## src/pls_pkg.sv

```systemverilog
// Package for the packet layer segmenter: shared constants, widths and the
// request record that travels from the front end through the queue to the back end.
// No dependencies.
package pls_pkg;

  localparam int FRAGMENT_DATA_BYTES_DEF = 128;
  localparam int MAX_PACKET_BYTES_DEF    = 4096;

  localparam int PKT_LEN_W = 13;       // width of the packet_length field
  localparam int HDR_MAX   = 4;        // header store entries
  localparam int HSEL_W    = 2;        // index into the header store
  localparam int IDX_W     = 3;        // result index within one request, 0..HDR_MAX

  localparam int HDR_STD   = 3;        // header bytes, standard sequencing
  localparam int HDR_EXT   = 4;        // header bytes, extended sequencing

  localparam int           STD_M_IDX  = 2;
  localparam int           EXT_M_IDX  = 3;
  localparam logic [7:0]   STD_M_MASK = 8'h10;
  localparam logic [7:0]   EXT_M_MASK = 8'h01;

  localparam int QUEUE_DEPTH = 4;
  localparam int QPTR_W      = 2;
  localparam int QCNT_W      = 3;

  // One request: results hdr[0..last_idx-1], then a final result that is
  // either the data byte or hdr[last_idx] (header flush on an early end).
  typedef struct packed {
    logic [HDR_MAX-1:0][7:0] hdr;
    logic [7:0]              data;
    logic [IDX_W-1:0]        last_idx;
    logic                    final_hdr;
    logic                    frag_end;
    logic                    pkt_end;
  } job_t;

endpackage

```

## src/pls_front.sv

```systemverilog
// Front end of the packet layer segmenter: takes input bytes, tracks packet
// position, holds the header of a fragmented packet and turns the other bytes into
// requests for the back end. Depends on pls_pkg.
module pls_front #(
  parameter int FRAGMENT_DATA_BYTES = pls_pkg::FRAGMENT_DATA_BYTES_DEF,
  parameter int MAX_PACKET_BYTES    = pls_pkg::MAX_PACKET_BYTES_DEF
) (
  input  logic                         clk,
  input  logic                         rst_n,
  input  logic                         cfg_valid,
  output logic                         cfg_ready,
  input  logic                         cfg_extended_mode,
  input  logic                         in_valid,
  output logic                         in_stall,
  input  logic [7:0]                   in_data_byte,
  input  logic                         in_first_of_packet,
  input  logic                         in_last_of_packet,
  input  logic [pls_pkg::PKT_LEN_W-1:0] in_packet_length,
  input  logic                         q_full,
  output logic                         q_push,
  output pls_pkg::job_t                q_job
);

  localparam int LEN_W  = $clog2(MAX_PACKET_BYTES + 1);
  localparam int FILL_W = $clog2(FRAGMENT_DATA_BYTES + 1);
  localparam int CW     = ((LEN_W > pls_pkg::PKT_LEN_W) ? LEN_W : pls_pkg::PKT_LEN_W) + 2;

  logic                ext_r;
  logic                frag_r, frag_nxt;
  logic [LEN_W-1:0]    bp_r, bp_nxt;
  logic [LEN_W-1:0]    lh_r, lh_nxt;
  logic [FILL_W-1:0]   ff_r, ff_nxt;
  logic [7:0]          hdr_r [pls_pkg::HDR_MAX];

  logic                accept;
  logic [pls_pkg::IDX_W-1:0] hl;
  logic [CW-1:0]       len_wide, len_clamp;
  logic                frag_new;
  logic                cur_frag;
  logic [LEN_W-1:0]    cur_bp, cur_lh;
  logic [FILL_W-1:0]   cur_ff;
  logic [pls_pkg::HSEL_W-1:0] bp_lo;
  logic                in_hdr, closing, more, fill_end, fend, hdr_we;

  assign cfg_ready = 1'b1;
  assign in_stall  = q_full;
  assign accept    = in_valid & ~q_full;

  assign hl = ext_r ? pls_pkg::IDX_W'(pls_pkg::HDR_EXT) : pls_pkg::IDX_W'(pls_pkg::HDR_STD);

  // length clamp and fragmentation decision on the first byte
  assign len_wide  = CW'(in_packet_length);
  assign len_clamp = (len_wide > CW'(MAX_PACKET_BYTES)) ? CW'(MAX_PACKET_BYTES) : len_wide;
  assign frag_new  = len_clamp > (CW'(hl) + CW'(FRAGMENT_DATA_BYTES));

  assign cur_frag = in_first_of_packet ? frag_new            : frag_r;
  assign cur_bp   = in_first_of_packet ? '0                  : bp_r;
  assign cur_ff   = in_first_of_packet ? '0                  : ff_r;
  assign cur_lh   = in_first_of_packet ? len_clamp[LEN_W-1:0] : lh_r;
  assign lh_nxt   = cur_lh;

  assign bp_lo    = cur_bp[pls_pkg::HSEL_W-1:0];
  assign in_hdr   = CW'(cur_bp) < CW'(hl);
  assign closing  = in_last_of_packet | ((CW'(cur_bp) + CW'(1)) >= CW'(cur_lh));
  assign more     = (CW'(cur_bp) + CW'(FRAGMENT_DATA_BYTES)) < CW'(cur_lh);
  assign fill_end = cur_ff == FILL_W'(FRAGMENT_DATA_BYTES - 1);
  assign fend     = closing | fill_end;

  always_comb begin
    frag_nxt = cur_frag;
    bp_nxt   = cur_bp;
    ff_nxt   = cur_ff;
    hdr_we   = 1'b0;
    q_push   = 1'b0;
    for (int i = 0; i < pls_pkg::HDR_MAX; i++) begin
      q_job.hdr[i] = hdr_r[i];
    end
    q_job.data      = in_data_byte;
    q_job.last_idx  = '0;
    q_job.final_hdr = 1'b0;
    q_job.frag_end  = in_last_of_packet;
    q_job.pkt_end   = in_last_of_packet;
    if (!cur_frag) begin
      q_push = accept;
    end else if (in_hdr) begin
      hdr_we            = 1'b1;
      bp_nxt            = cur_bp + LEN_W'(1);
      q_job.hdr[bp_lo]  = in_data_byte;
      if (in_last_of_packet) begin
        // packet ended while the header was held: flush what we have
        q_push          = accept;
        q_job.last_idx  = pls_pkg::IDX_W'(bp_lo);
        q_job.final_hdr = 1'b1;
        q_job.frag_end  = 1'b1;
        q_job.pkt_end   = 1'b1;
        frag_nxt        = 1'b0;
        bp_nxt          = '0;
        ff_nxt          = '0;
      end
    end else begin
      q_push = accept;
      if (more) begin
        if (ext_r) begin
          q_job.hdr[pls_pkg::EXT_M_IDX] = hdr_r[pls_pkg::EXT_M_IDX] | pls_pkg::EXT_M_MASK;
        end else begin
          q_job.hdr[pls_pkg::STD_M_IDX] = hdr_r[pls_pkg::STD_M_IDX] | pls_pkg::STD_M_MASK;
        end
      end
      q_job.last_idx = (cur_ff == '0) ? hl : '0;
      q_job.frag_end = fend;
      q_job.pkt_end  = closing;
      if (closing) begin
        frag_nxt = 1'b0;
        bp_nxt   = '0;
        ff_nxt   = '0;
      end else begin
        bp_nxt = cur_bp + LEN_W'(1);
        ff_nxt = fill_end ? '0 : cur_ff + FILL_W'(1);
      end
    end
  end

  always_ff @(posedge clk) begin
    if (!rst_n) begin
      ext_r  <= 1'b0;
      frag_r <= 1'b0;
      bp_r   <= '0;
      ff_r   <= '0;
      lh_r   <= '0;
    end else begin
      if (cfg_valid) begin
        ext_r <= cfg_extended_mode;
      end
      if (accept) begin
        frag_r <= frag_nxt;
        bp_r   <= bp_nxt;
        ff_r   <= ff_nxt;
        lh_r   <= lh_nxt;
      end
    end
  end

  always_ff @(posedge clk) begin
    if (accept && hdr_we) begin
      hdr_r[bp_lo] <= in_data_byte;
    end
  end

endmodule

```

## src/pls_queue.sv

```systemverilog
// Short request queue between the front and back ends of the segmenter.
// Show-ahead read of the head entry. Depends on pls_pkg.
module pls_queue (
  input  logic          clk,
  input  logic          rst_n,
  input  logic          push,
  input  pls_pkg::job_t push_job,
  output logic          full,
  input  logic          pop,
  output logic          head_valid,
  output pls_pkg::job_t head_job
);

  pls_pkg::job_t                mem_r [pls_pkg::QUEUE_DEPTH];
  logic [pls_pkg::QPTR_W-1:0]   wr_ptr_r, rd_ptr_r;
  logic [pls_pkg::QCNT_W-1:0]   cnt_r, cnt_nxt;

  assign full       = cnt_r == pls_pkg::QCNT_W'(pls_pkg::QUEUE_DEPTH);
  assign head_valid = cnt_r != '0;
  assign head_job   = mem_r[rd_ptr_r];

  always_comb begin
    cnt_nxt = cnt_r;
    case ({push, pop})
      2'b10:   cnt_nxt = cnt_r + pls_pkg::QCNT_W'(1);
      2'b01:   cnt_nxt = cnt_r - pls_pkg::QCNT_W'(1);
      default: cnt_nxt = cnt_r;
    endcase
  end

  always_ff @(posedge clk) begin
    if (!rst_n) begin
      wr_ptr_r <= '0;
      rd_ptr_r <= '0;
      cnt_r    <= '0;
    end else begin
      cnt_r <= cnt_nxt;
      if (push) begin
        wr_ptr_r <= wr_ptr_r + pls_pkg::QPTR_W'(1);
      end
      if (pop) begin
        rd_ptr_r <= rd_ptr_r + pls_pkg::QPTR_W'(1);
      end
    end
  end

  always_ff @(posedge clk) begin
    if (push) begin
      mem_r[wr_ptr_r] <= push_job;
    end
  end

endmodule

```

## src/pls_back.sv

```systemverilog
// Back end of the segmenter: steps through each queued request, one result
// per cycle unless stalled, into the output register. Depends on pls_pkg.
module pls_back (
  input  logic          clk,
  input  logic          rst_n,
  input  logic          q_valid,
  input  pls_pkg::job_t q_job,
  output logic          q_pop,
  output logic          out_valid,
  input  logic          out_stall,
  output logic [7:0]    out_byte,
  output logic          out_fragment_end,
  output logic          out_packet_end,
  output logic          out_last_of_run
);

  logic [pls_pkg::IDX_W-1:0] idx_r;
  logic                      out_valid_r;
  logic [7:0]                out_byte_r;
  logic                      out_fragment_end_r, out_packet_end_r, out_last_of_run_r;
  logic                      adv, fire, at_last;
  logic [7:0]                byte_sel;

  assign adv     = ~out_valid_r | ~out_stall;
  assign fire    = adv & q_valid;
  assign at_last = idx_r == q_job.last_idx;
  assign q_pop   = fire & at_last;

  assign byte_sel = (at_last && !q_job.final_hdr) ? q_job.data
                                                  : q_job.hdr[idx_r[pls_pkg::HSEL_W-1:0]];

  always_ff @(posedge clk) begin
    if (!rst_n) begin
      out_valid_r <= 1'b0;
      idx_r       <= '0;
    end else if (adv) begin
      out_valid_r <= q_valid;
      if (fire) begin
        idx_r <= at_last ? '0 : idx_r + pls_pkg::IDX_W'(1);
      end
    end
  end

  always_ff @(posedge clk) begin
    if (fire) begin
      out_byte_r         <= byte_sel;
      out_fragment_end_r <= at_last & q_job.frag_end;
      out_packet_end_r   <= at_last & q_job.pkt_end;
      out_last_of_run_r  <= at_last;
    end
  end

  assign out_valid        = out_valid_r;
  assign out_byte         = out_byte_r;
  assign out_fragment_end = out_fragment_end_r;
  assign out_packet_end   = out_packet_end_r;
  assign out_last_of_run  = out_last_of_run_r;

  a_pkt_end_is_frag_end: assert property (@(posedge clk) disable iff (!rst_n)
    out_valid_r && out_packet_end_r |-> out_fragment_end_r)
    else $error("packet end without fragment end");

  a_frag_end_ends_run: assert property (@(posedge clk) disable iff (!rst_n)
    out_valid_r && out_fragment_end_r |-> out_last_of_run_r)
    else $error("fragment end inside a header copy");

  a_idle_index_zero: assert property (@(posedge clk) disable iff (!rst_n)
    !q_valid |-> idx_r == '0)
    else $error("result index left nonzero with no request");

  a_index_holds: assert property (@(posedge clk) disable iff (!rst_n)
    q_valid && !fire |=> $stable(idx_r))
    else $error("result index moved while stalled");

endmodule

```

## src/packet_layer_segmenter_core.sv

```systemverilog
// Packet layer segmenter: splits long X.25 data packets into fragments
// with header copies and the more-data bit. Uses pls_front, pls_queue and
// pls_back; depends on pls_pkg.
//
// Input channel (in_valid / in_stall): one packet byte per request, with
// in_first_of_packet, in_last_of_packet and in_packet_length (read on the
// first byte). A request is taken at an edge with in_valid high and
// in_stall low. Output channel (out_valid / out_stall): one result byte per
// request with fragment and packet end marks and out_last_of_run.
// Configuration (cfg_valid / cfg_ready): cfg_extended_mode selects the
// 4-byte header; cfg_ready is always high; write only while idle.
// Throughput: one input byte per cycle for pass-through bytes; a fragmented
// packet adds a header copy per fragment at the output, sent by the
// single-result-per-cycle back end; the 4-entry request queue absorbs them
// until it fills and in_stall rises. A taken byte's request is queued, then
// its results go to the back end's output register. Header bytes held back
// give no result until the first payload byte. When out_stall is high the
// output register holds and the queue fills. Synchronous reset clears all
// control state and selects standard mode; no clearing pass is needed.
module packet_layer_segmenter_core #(
  parameter int FRAGMENT_DATA_BYTES = pls_pkg::FRAGMENT_DATA_BYTES_DEF,
  parameter int MAX_PACKET_BYTES    = pls_pkg::MAX_PACKET_BYTES_DEF
) (
  input  logic                          clk,
  input  logic                          rst_n,
  input  logic                          cfg_valid,
  output logic                          cfg_ready,
  input  logic                          cfg_extended_mode,
  input  logic                          in_valid,
  output logic                          in_stall,
  input  logic [7:0]                    in_data_byte,
  input  logic                          in_first_of_packet,
  input  logic                          in_last_of_packet,
  input  logic [pls_pkg::PKT_LEN_W-1:0] in_packet_length,
  output logic                          out_valid,
  input  logic                          out_stall,
  output logic [7:0]                    out_byte,
  output logic                          out_fragment_end,
  output logic                          out_packet_end,
  output logic                          out_last_of_run
);

  logic          q_full, q_push, q_pop, q_valid;
  pls_pkg::job_t push_job, head_job;

  pls_front #(
    .FRAGMENT_DATA_BYTES (FRAGMENT_DATA_BYTES),
    .MAX_PACKET_BYTES    (MAX_PACKET_BYTES)
  ) u_front (
    .clk                (clk),
    .rst_n              (rst_n),
    .cfg_valid          (cfg_valid),
    .cfg_ready          (cfg_ready),
    .cfg_extended_mode  (cfg_extended_mode),
    .in_valid           (in_valid),
    .in_stall           (in_stall),
    .in_data_byte       (in_data_byte),
    .in_first_of_packet (in_first_of_packet),
    .in_last_of_packet  (in_last_of_packet),
    .in_packet_length   (in_packet_length),
    .q_full             (q_full),
    .q_push             (q_push),
    .q_job              (push_job)
  );

  pls_queue u_queue (
    .clk        (clk),
    .rst_n      (rst_n),
    .push       (q_push),
    .push_job   (push_job),
    .full       (q_full),
    .pop        (q_pop),
    .head_valid (q_valid),
    .head_job   (head_job)
  );

  pls_back u_back (
    .clk              (clk),
    .rst_n            (rst_n),
    .q_valid          (q_valid),
    .q_job            (head_job),
    .q_pop            (q_pop),
    .out_valid        (out_valid),
    .out_stall        (out_stall),
    .out_byte         (out_byte),
    .out_fragment_end (out_fragment_end),
    .out_packet_end   (out_packet_end),
    .out_last_of_run  (out_last_of_run)
  );

endmodule
```

## config.mk

```make
export PLATFORM = sky130hd
export DESIGN_NAME = packet_layer_segmenter_core
export DESIGN_NICKNAME = d
export VERILOG_FILES = /design/src/pls_pkg.sv /design/src/pls_front.sv /design/src/pls_queue.sv /design/src/pls_back.sv /design/src/packet_layer_segmenter_core.sv
export SDC_FILE = /design/constraint.sdc
export NUM_CORES = 1
export LEC_CHECK = 0
export BUFFER_PORTS_ARGS = -buffer_cell sky130_fd_sc_hd__buf_2
export CAP_MARGIN = 40
export CORE_MARGIN = 5
export CORE_UTILIZATION = 40
export DETAILED_ROUTE_END_ITERATION = 16
export GPL_TIMING_DRIVEN = 0
export PLACE_DENSITY = 0.56
export REMOVE_ABC_BUFFERS = 1
export SLEW_MARGIN = 30
export SYNTH_ARGS = -nofsm -noshare
export SYNTH_HDL_FRONTEND = slang
export SYNTH_SLANG_ARGS = --single-unit
```

## constraint.sdc

```tcl
create_clock -name clk -period 7.8 [get_ports clk]
set_input_delay 0.39 -clock clk [delete_from_list [all_inputs] [get_ports clk]]
set_output_delay 0.39 -clock clk [all_outputs]
set_load 0.02 [all_outputs]
```

==> parameters.txt <==
Parameter                              Value

Layout
  Signed area change from the synthesized netlist to the final layout    13.2%
  Number of fill cells in the layout    ~2800
  Ant. Diodes    0
  Final instance count without filler cells    ~1300
  Layout cells sized above 1    around 25%
  Layout net count    about 930

Route
  Vias    between 6000 and 7000
  Count of unresolved DRC violations after routing    0
  Pre-antenna DRT Iters    4
  Routed Antenna Nets    0
  Iter 0 DRT Violations    around 420
  Post-DR vias/cell    roughly 5.4
  Routed WL    approximately 26 mm
  Routed length per placed instance    between 20 and 25 microns

Synth
  Share of flip-flops with an asynchronous set or reset after synthesis    0%
  Top cell type's share of synthesized area    between 50% and 60%
  Average cell area after synthesis    approximately 16 sq um
  Post-Synthesis Cells    809
  Commonest register cell after synthesis    sky130_fd_sc_hd__edfxtp_1
  Number of register bits inferred by synthesis    276
  Number of flops mapped to enable cells by yosys    227
  Cell type with the largest total area after synthesis    sky130_fd_sc_hd__edfxtp_1
  Most numerous cell in the Yosys netlist    sky130_fd_sc_hd__edfxtp_1
  Most instantiated cells after synthesis    227 x sky130_fd_sc_hd__edfxtp_1, 54 x sky130_fd_sc_hd__mux4_2, 53 x sky130_fd_sc_hd__nor2_1
  Yosys warning total    0
  Main area contributors after synthesis    sky130_fd_sc_hd__edfxtp_1 54%, sky130_fd_sc_hd__mux4_2 9.6%, sky130_fd_sc_hd__dfxtp_1 7.8%, sky130_fd_sc_hd__ha_1 4.5%, sky130_fd_sc_hd__mux2_4 3.6%
  Cell area after technology mapping    between 10000 and 15000 sq um
  Sequential element share of the synthesized area    between 60% and 70%
  Count of unique library cells instantiated by Yosys    71

STA
  Number of failing hold endpoints at the final stage    0
  Minimum clock period after layout    approximately 4800 ps
  Final period util    about 61%
  Worst Skew    13.1 ps
  Slew Limit Fails    0
  Worst setup margin    around 3000 ps
  RSZ-0062 raised after global routing    no
  Setup TNS    0 ps
  Transition time at the pin with the least slew margin    about 830 ps
  Worst hold slack across all endpoints    slightly above 80 ps
  Normalized max-slew margin    about 45%
  Final setup vio count    0
  Maximum clock frequency    roughly 210 MHz

Clocking
  Post-CTS Setup Bufs    0
  Deepest clock path buffer count    3
  Clock tree from TritonCTS    yes
  Root Buffer Master    sky130_fd_sc_hd__clkbuf_16
  Maximum level of the CTS H-tree    1
  Quantity of gates resized following cts    0
  Number of hold-repair buffers added at the cts stage    0
  Clock edge transition at the registers on the reported setup and hold paths    approximately 60 ps
  Insertion delay to the later sink of the worst-skew pair    between 500 and 600 ps
  Total CTS buffers    30
  Clock Sink Count    276

Run status
  Status    finished, final reports clean

Pwr
  Lkg Pwr    around 4.9 nW
  Power per cell area    259 nW/um^2
  Max rail drop VDD    0.154 mV

GRT
  Gr usage total    between 10% and 20%
  Total gr overflow    0
  Via count of the first global-routing pass    ~7200
  Number of antenna violations at the first check in global routing    1
  Wire length of the first global-routing pass    ~42 mm
  Maximum number of pins on one net before global-route repair    35

Placement
  Number of placed cells counting well taps    1225
  Place WS    about 2500 ps
  RePlAce Congestion    0.792
  Count of input and output buffers    41
  Detailed placer's ending HPWL    16.7 mm

Die
  Io pins    between 40 and 50
  Die extent in x    between 150 and 200 microns
  Initial cell density of the core    between 40 and 50%
  # rows    65
  Die height    about 190 microns
  Die Outline Area    35300 sq um
  Floorplan core area    approximately 31000 sq um

Min path
  Tightest Hold Check Type    primary input to register

Worst setup path
  Startpoint Class    primary input
  Crit Path Max Fanout    28
  CP Capture Type    register
  Worst path required time    8080 ps
  Type of the worst setup path    primary input to register
  Data arrival time of the critical path    just over 5000 ps

Flow run
  Number of maximum-capacitance violations    0
## layout by cell type (no fill, tap or decap), types with 5 or more instances in the layout
cell / count
sky130_fd_sc_hd__buf_12: 6
sky130_fd_sc_hd__nor3_1: 6
sky130_fd_sc_hd__clkbuf_1: 13
sky130_fd_sc_hd__nand3_1: 17
sky130_fd_sc_hd__mux2i_1: 9
sky130_fd_sc_hd__a21o_1: 8
sky130_fd_sc_hd__mux4_2: 54
sky130_fd_sc_hd__a31oi_1: 6
sky130_fd_sc_hd__nor2_1: 49
sky130_fd_sc_hd__nor2b_1: 20
sky130_fd_sc_hd__dfxtp_1: 46
sky130_fd_sc_hd__ha_1: 45
sky130_fd_sc_hd__nand4_1: 10
sky130_fd_sc_hd__or3_1: 5
sky130_fd_sc_hd__inv_1: 20
sky130_fd_sc_hd__clkbuf_16: 30
sky130_fd_sc_hd__a32o_1: 10
sky130_fd_sc_hd__mux2_4: 30
sky130_fd_sc_hd__nor4_1: 8
sky130_fd_sc_hd__nand2b_1: 14
sky130_fd_sc_hd__xnor2_1: 12
sky130_fd_sc_hd__a211oi_1: 12
sky130_fd_sc_hd__edfxtp_1: 227
sky130_fd_sc_hd__buf_2: 41
sky130_fd_sc_hd__o21ai_0: 12
sky130_fd_sc_hd__mux2_2: 8
sky130_fd_sc_hd__nand2_1: 26
sky130_fd_sc_hd__clkinv_1: 5
sky130_fd_sc_hd__a21oi_1: 30
sky130_fd_sc_hd__xor2_1: 11
## critical path, cell delays in order
cell and delay, ps:
sky130_fd_sc_hd__buf_2 300, sky130_fd_sc_hd__buf_16 260, sky130_fd_sc_hd__nand2b_1 220, sky130_fd_sc_hd__inv_1 190, sky130_fd_sc_hd__ha_1 530, sky130_fd_sc_hd__and4_1 320, sky130_fd_sc_hd__nand4_1 240, sky130_fd_sc_hd__xnor2_1 420
sky130_fd_sc_hd__ha_1 310, sky130_fd_sc_hd__a211oi_1 250, sky130_fd_sc_hd__o21ai_0 160, sky130_fd_sc_hd__a211o_1 360, sky130_fd_sc_hd__nor4b_4 660, sky130_fd_sc_hd__nand3_1 200, sky130_fd_sc_hd__o21a_1 200
## cell families (layout without fill, tap and decap cells)
family                   Yosys count  in the layout  synth area share, %
flip-flops                       276            276                 61.7
AND/OR/NAND/NOR                  196            196                 9.22
AO/OA/AOI/OAI                    109            109                 6.22
multiplexers                     101            101                 14.6
buffers and inverters             57            128                 2.03
adder cells (fa/ha/maj)           46             46                 4.61
XOR/XNOR                          23             23                 1.59
other                              1              1               0.0297
## metal layers
layer / vias up / share of wire [%] / track usage, %
met4: 2 / 1.9 / 3.59
met3: 43 / 4.0 / 2.12
met1: 3441 / 43 / 19.5
met2: 103 / 51 / 26.9
li1: 3274 / - / -
met5: - / 0.049 / 0
## power by group
part	switching (mW)	internal [mW]
Sequential	0.0765	1.72
Combinational	0.308	0.268
Clock	0.552	0.777
Total	0.937	2.76
## through the flow
step                total power, mW  utilization [%]  instance area, sq um
floorplan                      2.20                -                 12500
global placement               2.40             42.0                 13200
detailed placement             2.41             42.6                 13400
CTS                            3.75             45.5                 14300
global route                   3.87             45.6                 14300
finish                         3.70             45.6                 14300
## area by class of cell
| cell class | instances | area [sq um] | share of cell area (%) |
|---|---|---|---|
| Clock inverter | 13 | 124 | 0.866 |
| Clock buffer | 43 | 800 | 5.59 |
| Multi-Input combinational cell | 476 | 4620 | 32.3 |
| Sequential cell | 276 | 7810 | 54.6 |
| Tap cell | 402 | 503 | 3.52 |
| Inverter | 23 | 86.3 | 0.604 |
| Timing Repair Buffer | 49 | 368 | 2.57 |
## state kept, by name, indices dropped and copies added (netlist names), 3 cells and up, named ones only
name and cells:
u_front.lh_r 13, u_front.hdr_r 32, u_front.ff_r 8, u_front.bp_r 13, u_queue.cnt_r 3, u_back.idx_r 3, u_back.out_byte 8, u_queue.mem_r 184
## path summary, 6_finish.rpt
path	from	to	slack [ps]	cells after the start
worst max-delay path	in_first_of_packet	u_queue.mem_r[0][1]$_DFFE_PP_	3030	15
worst min-delay path	cfg_extended_mode	u_front.ext_r$_SDFFE_PN0P_	80	3
worst max register to register	u_front.bp_r[1]$_SDFFE_PN0P_	u_queue.mem_r[0][1]$_DFFE_PP_	3140	13
worst min register to register	u_front.lh_r[0]$_SDFFE_PN0P_	u_front.lh_r[0]$_SDFFE_PN0P_	460	2
No activity file was read; power rests on OpenSTA's default activity.
